--- config.mk ---
export PLATFORM = sky130hd
export DESIGN_NAME = jpeg_bit_packer_with_stuffing
export DESIGN_NICKNAME = d
export VERILOG_FILES = /design/src/hdl/jbp_pkg.sv /design/src/hdl/jpeg_bit_packer_with_stuffing.sv /design/src/hdl/jbp_front.sv /design/src/hdl/jbp_queue.sv /design/src/hdl/jbp_back.sv
export SDC_FILE = /design/constraint.sdc
export NUM_CORES = 1
export LEC_CHECK = 0
export BUFFER_PORTS_ARGS = -buffer_cell sky130_fd_sc_hd__buf_2
export CAP_MARGIN = 30
export CORE_UTILIZATION = 50
export DETAILED_ROUTE_END_ITERATION = 10
export PLACE_DENSITY_LB_ADDON = 0.08
export SLEW_MARGIN = 20
export SYNTH_ARGS = -nofsm -noshare
export SYNTH_HDL_FRONTEND = slang
export SYNTH_SLANG_ARGS = --single-unit
--- constraint.sdc ---
create_clock -name clk -period 7.7 [get_ports clk]
set_clock_uncertainty 0.05 [all_clocks]
set_input_delay 1.54 -clock clk [delete_from_list [all_inputs] [get_ports clk]]
set_output_delay 1.54 -clock clk [all_outputs]
set_load 0.005 [all_outputs]
--- src/hdl/jbp_pkg.sv ---
// Package for the JPEG bit packer: command codes, queue entry and serializer step types.
// Used by the top level, front, queue and back modules; depends on nothing.
package jbp_pkg;

	typedef enum logic [1:0] {
		CMD_APPEND = 2'd0,
		CMD_FLUSH  = 2'd1,
		CMD_RAW    = 2'd2,
		CMD_NONE   = 2'd3
	} cmd_t;

	typedef enum logic [1:0] {
		STEP_B0 = 2'd0,
		STEP_S0 = 2'd1,
		STEP_B1 = 2'd2,
		STEP_S1 = 2'd3
	} step_t;

	// One or two bytes to send; raw entries carry one byte and skip stuffing
	typedef struct packed {
		logic       raw;
		logic       two;
		logic [7:0] byte0;
		logic [7:0] byte1;
	} entry_t;

	localparam logic [7:0] BYTE_FF   = 8'hFF;
	localparam logic [7:0] BYTE_STUF = 8'h00;
	localparam int         WORD_W    = 16;

endpackage

--- src/hdl/jpeg_bit_packer_with_stuffing.sv ---
// Top level of the JPEG entropy bit packer with 0xFF byte stuffing.
// Depends on jbp_pkg, jbp_front, jbp_queue, jbp_back.
//
//   channel | signals                              | dir | beat
//   input   | in_valid in_ready cmd code_bits      | in  | one command
//           | code_len byte_value                  |     |
//   output  | out_valid out_ready out_byte last    | out | one stream byte
//
// A command is accepted whenever the queue is not full; the front holds no stall of its own beyond a full queue.
// The back sends one byte per cycle while out_ready allows, so an entry drains as one to four bytes.
// Sustained input rate is one command per cycle while stuffed output fits the output slots.
// Reset clears the holding register, the queue pointers and count, and the output valid flag.
// A stalled output fills the queue, then in_ready drops.
module jpeg_bit_packer_with_stuffing #(
	parameter int QUEUE_DEPTH = 4
) (
	input  logic        clk,
	input  logic        arst_n,
	input  logic        in_valid,
	output logic        in_ready,
	input  logic [1:0]  cmd,
	input  logic [15:0] code_bits,
	input  logic [4:0]  code_len,
	input  logic [7:0]  byte_value,
	output logic        out_valid,
	input  logic        out_ready,
	output logic [7:0]  out_byte,
	output logic        last
);

	jbp_pkg::entry_t push_entry;
	jbp_pkg::entry_t head;
	logic            push;
	logic            pop;
	logic            q_full;
	logic            q_empty;

	jbp_front u_front (
		.clk        (clk),
		.arst_n     (arst_n),
		.in_valid   (in_valid),
		.in_ready   (in_ready),
		.cmd        (cmd),
		.code_bits  (code_bits),
		.code_len   (code_len),
		.byte_value (byte_value),
		.q_full     (q_full),
		.push       (push),
		.push_entry (push_entry)
	);

	jbp_queue #(
		.DEPTH (QUEUE_DEPTH)
	) u_queue (
		.clk        (clk),
		.arst_n     (arst_n),
		.push       (push),
		.push_entry (push_entry),
		.pop        (pop),
		.head       (head),
		.full       (q_full),
		.empty      (q_empty)
	);

	jbp_back u_back (
		.clk       (clk),
		.arst_n    (arst_n),
		.head      (head),
		.empty     (q_empty),
		.pop       (pop),
		.out_valid (out_valid),
		.out_ready (out_ready),
		.out_byte  (out_byte),
		.last      (last)
	);

endmodule

--- src/hdl/jbp_front.sv ---
// Front part: accepts commands, packs code bits into the holding register, forms byte entries.
// Depends on jbp_pkg.
module jbp_front (
	input  logic                 clk,
	input  logic                 arst_n,
	input  logic                 in_valid,
	output logic                 in_ready,
	input  logic [1:0]           cmd,
	input  logic [15:0]          code_bits,
	input  logic [4:0]           code_len,
	input  logic [7:0]           byte_value,
	input  logic                 q_full,
	output logic                 push,
	output jbp_pkg::entry_t      push_entry
);

	logic [15:0] pend_bits_q;
	logic [3:0]  pend_cnt_q;
	logic [15:0] pend_bits_d;
	logic [3:0]  pend_cnt_d;
	logic [4:0]  len_sat;
	logic [3:0]  align_sh;
	logic [15:0] aligned;
	logic [31:0] ext;
	logic [4:0]  total;
	logic [15:0] word;
	logic [15:0] padded;
	logic        emit;
	logic        accept;

	assign in_ready = !q_full;
	assign accept   = in_valid && in_ready;

	always_comb begin
		len_sat  = (code_len > 5'd16) ? 5'd16 : code_len;
		align_sh = 4'((5'd16 - len_sat));
		aligned  = code_bits << align_sh;
		ext      = {aligned, 16'h0000} >> pend_cnt_q;
		total    = {1'b0, pend_cnt_q} + len_sat;
		word     = pend_bits_q | ext[31:16];
		padded   = pend_bits_q | (16'hFFFF >> pend_cnt_q);
	end

	always_comb begin
		emit             = 1'b0;
		push_entry.raw   = 1'b0;
		push_entry.two   = 1'b0;
		push_entry.byte0 = word[15:8];
		push_entry.byte1 = word[7:0];
		pend_bits_d      = pend_bits_q;
		pend_cnt_d       = pend_cnt_q;
		case (jbp_pkg::cmd_t'(cmd))
			jbp_pkg::CMD_APPEND: begin
				if (len_sat != 5'd0) begin
					pend_cnt_d = total[3:0];
					if (total[4]) begin
						emit           = 1'b1;
						push_entry.two = 1'b1;
						pend_bits_d    = ext[15:0];
					end else begin
						pend_bits_d = word;
					end
				end
			end
			jbp_pkg::CMD_FLUSH: begin
				push_entry.byte0 = padded[15:8];
				push_entry.byte1 = padded[7:0];
				emit             = (pend_cnt_q != 4'd0);
				push_entry.two   = (pend_cnt_q > 4'd8);
				pend_bits_d      = 16'h0000;
				pend_cnt_d       = 4'd0;
			end
			jbp_pkg::CMD_RAW: begin
				emit             = 1'b1;
				push_entry.raw   = 1'b1;
				push_entry.byte0 = byte_value;
			end
			default: begin
				emit = 1'b0;
			end
		endcase
	end

	assign push = accept && emit;

	always_ff @(posedge clk or negedge arst_n) begin
		if (!arst_n) begin
			pend_bits_q <= 16'h0000;
			pend_cnt_q  <= 4'd0;
		end else if (accept) begin
			pend_bits_q <= pend_bits_d;
			pend_cnt_q  <= pend_cnt_d;
		end
	end

endmodule

--- src/hdl/jbp_queue.sv ---
// Short entry queue between front and back parts.
// Depends on jbp_pkg.
module jbp_queue #(
	parameter int DEPTH = 4
) (
	input  logic            clk,
	input  logic            arst_n,
	input  logic            push,
	input  jbp_pkg::entry_t push_entry,
	input  logic            pop,
	output jbp_pkg::entry_t head,
	output logic            full,
	output logic            empty
);

	localparam int PW = (DEPTH > 1) ? $clog2(DEPTH) : 1;
	localparam int CW = $clog2(DEPTH + 1);

	jbp_pkg::entry_t mem_q [DEPTH];
	logic [PW-1:0]   wr_ptr_q;
	logic [PW-1:0]   rd_ptr_q;
	logic [CW-1:0]   cnt_q;
	logic            do_push;
	logic            do_pop;

	assign full    = (cnt_q == CW'(DEPTH));
	assign empty   = (cnt_q == '0);
	assign do_push = push && !full;
	assign do_pop  = pop && !empty;
	assign head    = mem_q[rd_ptr_q];

	always_ff @(posedge clk) begin
		if (do_push) begin
			mem_q[wr_ptr_q] <= push_entry;
		end
	end

	always_ff @(posedge clk or negedge arst_n) begin
		if (!arst_n) begin
			wr_ptr_q <= '0;
			rd_ptr_q <= '0;
			cnt_q    <= '0;
		end else begin
			if (do_push) begin
				wr_ptr_q <= (wr_ptr_q == PW'(DEPTH - 1)) ? '0 : wr_ptr_q + 1'b1;
			end
			if (do_pop) begin
				rd_ptr_q <= (rd_ptr_q == PW'(DEPTH - 1)) ? '0 : rd_ptr_q + 1'b1;
			end
			if (do_push && !do_pop) begin
				cnt_q <= cnt_q + 1'b1;
			end else if (do_pop && !do_push) begin
				cnt_q <= cnt_q - 1'b1;
			end
		end
	end

endmodule

--- src/hdl/jbp_back.sv ---
// Back part: walks each queue entry byte by byte, inserts stuffed zeros, drives the output register.
// Depends on jbp_pkg.
module jbp_back (
	input  logic            clk,
	input  logic            arst_n,
	input  jbp_pkg::entry_t head,
	input  logic            empty,
	output logic            pop,
	output logic            out_valid,
	input  logic            out_ready,
	output logic [7:0]      out_byte,
	output logic            last
);

	jbp_pkg::step_t step_q;
	jbp_pkg::step_t step_d;
	logic           has_s0;
	logic           has_b1;
	logic           has_s1;
	logic           is_last;
	logic [7:0]     cur_byte;
	logic           load;
	logic           out_valid_q;
	logic [7:0]     out_byte_q;
	logic           last_q;

	assign has_s0 = !head.raw && (head.byte0 == jbp_pkg::BYTE_FF);
	assign has_b1 = head.two;
	assign has_s1 = head.two && !head.raw && (head.byte1 == jbp_pkg::BYTE_FF);
	assign load   = !empty && (!out_valid_q || out_ready);
	assign pop    = load && is_last;

	// next step
	always_comb begin
		step_d  = jbp_pkg::STEP_B0;
		is_last = 1'b1;
		case (step_q)
			jbp_pkg::STEP_B0: begin
				if (has_s0) begin
					step_d  = jbp_pkg::STEP_S0;
					is_last = 1'b0;
				end else if (has_b1) begin
					step_d  = jbp_pkg::STEP_B1;
					is_last = 1'b0;
				end
			end
			jbp_pkg::STEP_S0: begin
				if (has_b1) begin
					step_d  = jbp_pkg::STEP_B1;
					is_last = 1'b0;
				end
			end
			jbp_pkg::STEP_B1: begin
				if (has_s1) begin
					step_d  = jbp_pkg::STEP_S1;
					is_last = 1'b0;
				end
			end
			default: begin
				step_d  = jbp_pkg::STEP_B0;
				is_last = 1'b1;
			end
		endcase
	end

	// byte for the current step
	always_comb begin
		case (step_q)
			jbp_pkg::STEP_B0: cur_byte = head.byte0;
			jbp_pkg::STEP_B1: cur_byte = head.byte1;
			default:          cur_byte = jbp_pkg::BYTE_STUF;
		endcase
	end

	always_ff @(posedge clk or negedge arst_n) begin
		if (!arst_n) begin
			step_q      <= jbp_pkg::STEP_B0;
			out_valid_q <= 1'b0;
		end else begin
			if (load) begin
				step_q      <= step_d;
				out_valid_q <= 1'b1;
			end else if (out_ready) begin
				out_valid_q <= 1'b0;
			end
		end
	end

	always_ff @(posedge clk) begin
		if (load) begin
			out_byte_q <= cur_byte;
			last_q     <= is_last;
		end
	end

	assign out_valid = out_valid_q;
	assign out_byte  = out_byte_q;
	assign last      = last_q;

endmodule

=== Yosys cells after proc, flatten, opt, wreduce, memory -nomap -nowiden ===
Memory sizes are Yosys's and may differ from the RTL's.
Index checks and enable logic that the tools add are counted.

* RAM bits: 72
* Logic and storage cells: 90
* Output and inout port bits: 11
* Register bits: 39
* Memories: 1
* Bits of input ports: 35

{| class="wikitable"
|+ Memories
! name !! depth !! width !! rd ports !! clocked after Yosys merged registers in !! wr ports !! line !! RTL
|-
| u_queue.mem_q || 4 || 18 || 1 || 0 || 1 || jbp_queue.sv:19 || <nowiki>jbp_pkg::entry_t mem_q [DEPTH];</nowiki>
|}

* Bitwise gates (word level): 2
* Shifts and indexed selects: 3
* Multiplexer cells: 30
* Reduce and logical (&&, ||, !) cells: 27
* Equal/unequal tests: 10
* $lt $le $gt $ge: 2
* Add/sub/neg operators: 6

{| class="wikitable"
|+ Operators by type and width
! kind !! count
|-
| 16-bit two-way mux || 2
|-
| 16-bit OR || 2
|-
| 16-bit case mux with 2 select lines || 1
|-
| 8-bit case mux with 2 select lines || 2
|-
| 32-bit by 4-bit >> shifter with 32-bit output || 1
|-
| 8-bit equality test (second input constant) || 2
|-
| 16-bit by 4-bit << shifter with 16-bit output || 1
|-
| 16-bit by 4-bit >> shifter with 16-bit output (first input constant) || 1
|-
| 1-bit logical AND || 11
|-
| 1-bit two-way mux || 10
|-
| 2-bit two-way mux || 5
|-
| 2-bit equality test (second input constant) || 4
|-
| 8-bit two-way mux || 1
|-
| 4-bit case mux with 2 select lines || 1
|-
| 1-bit logical NOT || 6
|-
| 3-bit two-way mux || 2
|-
| 1-bit case mux with 3 select lines || 2
|-
| 2-bit case mux with 3 select lines || 1
|-
| 2-bit nonzero test || 3
|-
| 4-bit by 5-bit adder with 5-bit output || 1
|-
| 5-bit > comparator (second input constant) || 1
|-
| 5-bit two-way mux || 1
|-
| 5-bit nonzero test || 1
|-
| 2-bit by 1-bit adder with 2-bit output (second input constant) || 2
|-
| other kinds (14) || 16
|}

=== Depth between registers and ports, before layout ===
* Word-level depth: 12
* Mapped depth: 18
* Gate-level depth less buffers: 16

=== By module ===
Synthesis repeated with hierarchy kept, for this count alone.

* Cell total of the unflattened synthesis: 667
* Area total of the unflattened synthesis: 7258.2 µm²

{| class="wikitable"
|+ By module, submodules not included
! module !! area an instance (µm²) !! seq. area each (µm²) !! cells each !! instances
|-
| jbp_front || 3583.4 || 500.5 || 480 || 1
|-
| jbp_queue || 3046.7 || 2337.2 || 131 || 1
|-
| jbp_back || 628.1 || 345.3 || 56 || 1
|}

=== Worst setup path before layout ===
OpenSTA, ideal clock, no wires.

* Path type: input -> register
* Start: in code_len[0]
* End: reg u_queue.cnt_q[2]
* Data arrival time: 4.876 ns
* Stages: 18
* Slack: 2.694 ns
* Library setup time: 0.079 ns
* Path buffers: 2
* Data required time: 7.571 ns
* Path through: nor2b_1 buf_4 buf_4 ha_1 inv_1 fa_1 nor2b_1 o21ai_0 nand2b_1 xnor2_1 nand3b_1 a211oi_1 ha_1 inv_1 fa_1 xor2_1 nor2_1 xor2_1

* Word-level cells in the longest chain between the ends: 11
* Elaborated cells on any way between the ends: 14
* Classes of those cells: 1 x add/sub; 1 x order compare; 5 x mux; 7 x reduce/logical

{| class="wikitable"
|+ RTL lines
! what !! line !! RTL
|-
| start: declaration || jpeg_bit_packer_with_stuffing.sv:23 || <nowiki>input logic [4:0] code_len,</nowiki>
|-
| 5-bit > comparator || jbp_front.sv:35 || <nowiki>len_sat = (code_len > 5'd16) ? 5'd16 : code_len;</nowiki>
|-
| 5-bit two-way mux (*) || jbp_front.sv:35 ||
|-
| 4-bit by 5-bit adder with 5-bit output || jbp_front.sv:39 || <nowiki>total = {1'b0, pend_cnt_q} + len_sat;</nowiki>
|-
| 1-bit two-way mux || jbp_front.sv:56 || <nowiki>if (total[4]) begin</nowiki>
|-
| 1-bit two-way mux (*) || jbp_front.sv:54 || <nowiki>if (len_sat != 5'd0) begin</nowiki>
|-
| 1-bit case mux with 3 select lines (*) || jbp_front.sv:52 || <nowiki>case (jbp_pkg::cmd_t'(cmd))</nowiki>
|-
| 1-bit logical AND (*) || jbp_front.sv:84 || <nowiki>assign push = accept && emit;</nowiki>
|-
| 1-bit logical AND (*) || jbp_queue.sv:28 || <nowiki>assign do_push = push && !full;</nowiki>
|-
| net u_queue.do_push || jbp_queue.sv:23 || <nowiki>logic do_push;</nowiki>
|-
| 1-bit logical NOT || jbp_queue.sv:52 || <nowiki>end else if (do_pop && !do_push) begin</nowiki>
|-
| 1-bit logical AND || jbp_queue.sv:52 ||
|-
| 2-bit nonzero test (no line) || -- ||
|-
| end signal: assignment || jbp_queue.sv:51 || <nowiki>cnt_q <= cnt_q + 1'b1;</nowiki>
|-
| end signal: assignment || jbp_queue.sv:53 || <nowiki>cnt_q <= cnt_q - 1'b1;</nowiki>
|-
| end: declaration || jbp_queue.sv:22 || <nowiki>logic [CW-1:0] cnt_q;</nowiki>
|}

Mark *: on every way through the listed nets, which the timed path passes. The rest lies on a longest branch.
A chain may end at the register's enable or synchronous reset.

==> flow_summary.yaml <==
outcome:
  status: "complete, no violations"
power_and_ir_drop:
  peakVddDrop_v: 0.000206
  p_leak_nw: 3.00
  pwr_density_cell_nw_per_um2: 357
synth:
  synth_top_area_cell: "edfxtp_1"
  synth_edf_count: 81
  synth_flop_cell: "edfxtp_1"
  yosysMostFrequentCell: "edfxtp_1"
  yosysSeqAreaShare_pct: 44.0
  synth_commonest_cells: "edfxtp_1 (81), nand2_1 (54), nor2_1 (53), mux2i_1 (34)"
  synth_top_area_share_pct: 33.6
  synth_seq_cells: 111
  synth_warnings: 0
  netlist_area_um2: 7240
  async_reset_ff_share_pct: 27.0
  synth_area_per_cell_um2: 11.1
  syn_inst: 651
  ys_types: 80
  synth_nets: 703
  synth.top_cells.by_area: "edfxtp_1 (34%), dfrtp_1 (10%), mux4_2 (9.0%), mux2i_1 (4.7%), mux2_2 (3.0%)"
sta:
  fmax_mhz: 181
  slew_headroom_pct: 35.5
  period_share_pct: 71.7
  min_period_ns: 5.52
  hold_viol_final: 0
  finalMaxSlewViolations: 0
  setup_viol_count_final: 0
  tns_ns: 0
  worstMarginPinSlew_ns: 0.968
  grt_setup_unrepaired: "no"
layout:
  final_nets: 731
  multi_input_area_um2: 3780
  syn2layout_area_growth_pct: 10.1
  diodes: 0
  instances_no_fill: 864
  seqCellArea_um2: 3180
  layout-drive-gt1-share_pct: 20.9
  n_fill_cell: 1219
setup_path:
  worstPathCellList: "buf_2 -> nor2b_1 -> buf_4 -> inv_4 -> ha_1 -> mux2_2 -> o41ai_1 -> o22ai_1 -> mux4_2 -> a221oi_2 -> o311ai_1 -> o31a_1"
  required_ns: 7.73
  critPathMaxStageDelay_ns: 0.87
  critical_path_arrival_ns: 5.55
  worstReg2RegStart: "u_front.pend_cnt_q[1]$_DFFE_PN0P_"
  slowest_stage: "ha_1"
  cp_top_family: "compound AO/OA/AOI/OAI gates"
  end_kind: "register"
  crit_path_start_kind: "primary input"
  path_max_fanout: 21
  path_class: "in2reg"
  path_buf_inv: 3
  crit_start: "code_len[0]"
global_routing:
  grt_max_degree: 33
  grt_pass1_wl_um: 30800
  grt_pass1_vias: 5526
  track_usage_pct: 27.4
  grt_overflow: 0
  antenna_found_initial: 0
placement:
  gp_congestion: 0.963
  port-buffer-count: 45
  hpwl_um: 14300
  dp_cells: 843
drt:
  ant_nets: 0
  viasPerCell: 6.46
  drtIter0Drc: 644
  wl_per_cell_um: 22.5
  vias: 5582
  drt_pass1_iterations: 7
  routed_wl_um: 19400
  drcViolationCount: 0
clock_network:
  cts_setup_buffers: 0
  root_buffer: "clkbuf_16"
  cts_tree: "yes"
  cts-buffers-inserted: 9
  cts_resized: 0
  cts_hold_buf: 0
  h-tree-depth: 3
  path_clk_slew_ns: 0.08
  clock_sinks: 111
  max-clock-path-buffers: 2
  clk_latency_ns: 0.35
floorplan:
  die_area_um2: 15000
  initial_core_util_pct: 51.7
  io_pins: 46
  die_width_um: 122
  rows: 43
  core_um2: 14000
  dieHeight_um: 122
job:
  drv_cap: 0
min_path:
  hold_path.class: "reg2reg"
  worstHoldStart: "u_queue.cnt_q[2]$_DFFE_PN0P_"
==> layout make-up <==
class | count | share of cell area, %
Multi-Input combinational cell | 476 | 47.5
Sequential cell | 111 | 40.0
Timing Repair Buffer | 58 | 4.54
Clock buffer | 9 | 2.83
Tap cell | 180 | 2.83
Clock inverter | 7 | 1.27
Inverter | 23 | 1.12
==> power by group <==
group | switching (mW) | total [mW] | internal (mW)
logic | 0.799 | 1.35 | 0.546
clock network | 0.221 | 0.510 | 0.289
registers | 0.127 | 0.991 | 0.865
==> cell usage in the layout, fill, tap and decap left out, drive strengths merged, types with 8 or more instances in the layout <==
cell     n
ha      15
nand3   11
mux2i   36
edfxtp  81
inv     25
a31oi    8
nor3    21
mux2    22
a211oi  14
mux4    29
a21oi   26
o31a    11
buf     58
nand2b   9
nor2    53
clkbuf   9
o21ai   32
and2     9
nand2   54
dfrtp   30
==> sequential cells by signal, indices dropped and copies added (netlist names) <==
name                 cells
u_queue.mem_q           72
u_back.out_byte          8
u_back.step_q            2
u_queue.cnt_q            3
u_front.pend_bits_q     16
u_queue.wr_ptr_q         2
u_front.pend_cnt_q       4
u_queue.rd_ptr_q         2
u_back.last              1
u_back.out_valid         1
==> metal layers <==
metal	wire (um)	global-route usage, %
met1	8510	37.4
met5	0	0
met2	9220	44.3
met4	367	7.47
met3	1310	5.34
==> cell families (layout without fill, tap and decap cells) <==
logic type               after synthesis  after routing  synth area share, %
AO/OA/AOI/OAI                        163            163                 16.2
buffers and inverters                 64             97                 3.77
XOR/XNOR                               8              8                 1.33
flip-flops                           111            111                 44.0
AND/OR/NAND/NOR                      201            201                 14.0
multiplexers                          87             87                 17.6
adder cells (fa/ha/maj)               17             17                 3.15
==> per-stage QoR <==
stage / power, mW / hold slack (ns) / util, % / setup WS (ns) / area, um2
after floorplan: 1.94 / 0.414 / - / 2.69 / 7240
after global routing: 3.02 / 0.473 / 56.9 / 1.86 / 7970
final: 2.85 / 0.456 / 56.9 / 2.18 / 7970
after global placement: 2.29 / 0.437 / 54.1 / 1.95 / 7560
after CTS: 2.83 / 0.455 / 56.4 / 2.27 / 7890
after detailed placement: 2.32 / 0.443 / 54.1 / 1.89 / 7560
==> worst paths after layout <==
| kind | end | slack [ns] | cells after the start |
|---|---|---|---|
| setup / recovery | u_queue.mem_q[0][4]$_DFFE_PP_ | 2.18 | 12 |
| hold / removal | u_queue.cnt_q[2]$_DFFE_PN0P_ | 0.46 | 1 |
| setup reg to reg | u_queue.cnt_q[2]$_DFFE_PN0P_ | 2.52 | 15 |
| hold reg to reg | u_queue.cnt_q[2]$_DFFE_PN0P_ | 0.46 | 1 |
| max in group asynchronous | u_front.pend_bits_q[12]$_DFFE_PN0P_ | 5.90 | 1 |
| min in group asynchronous | u_back.step_q[0]$_DFFE_PN0P_ | 1.20 | 1 |
Power figures use the tool's default switching activity.
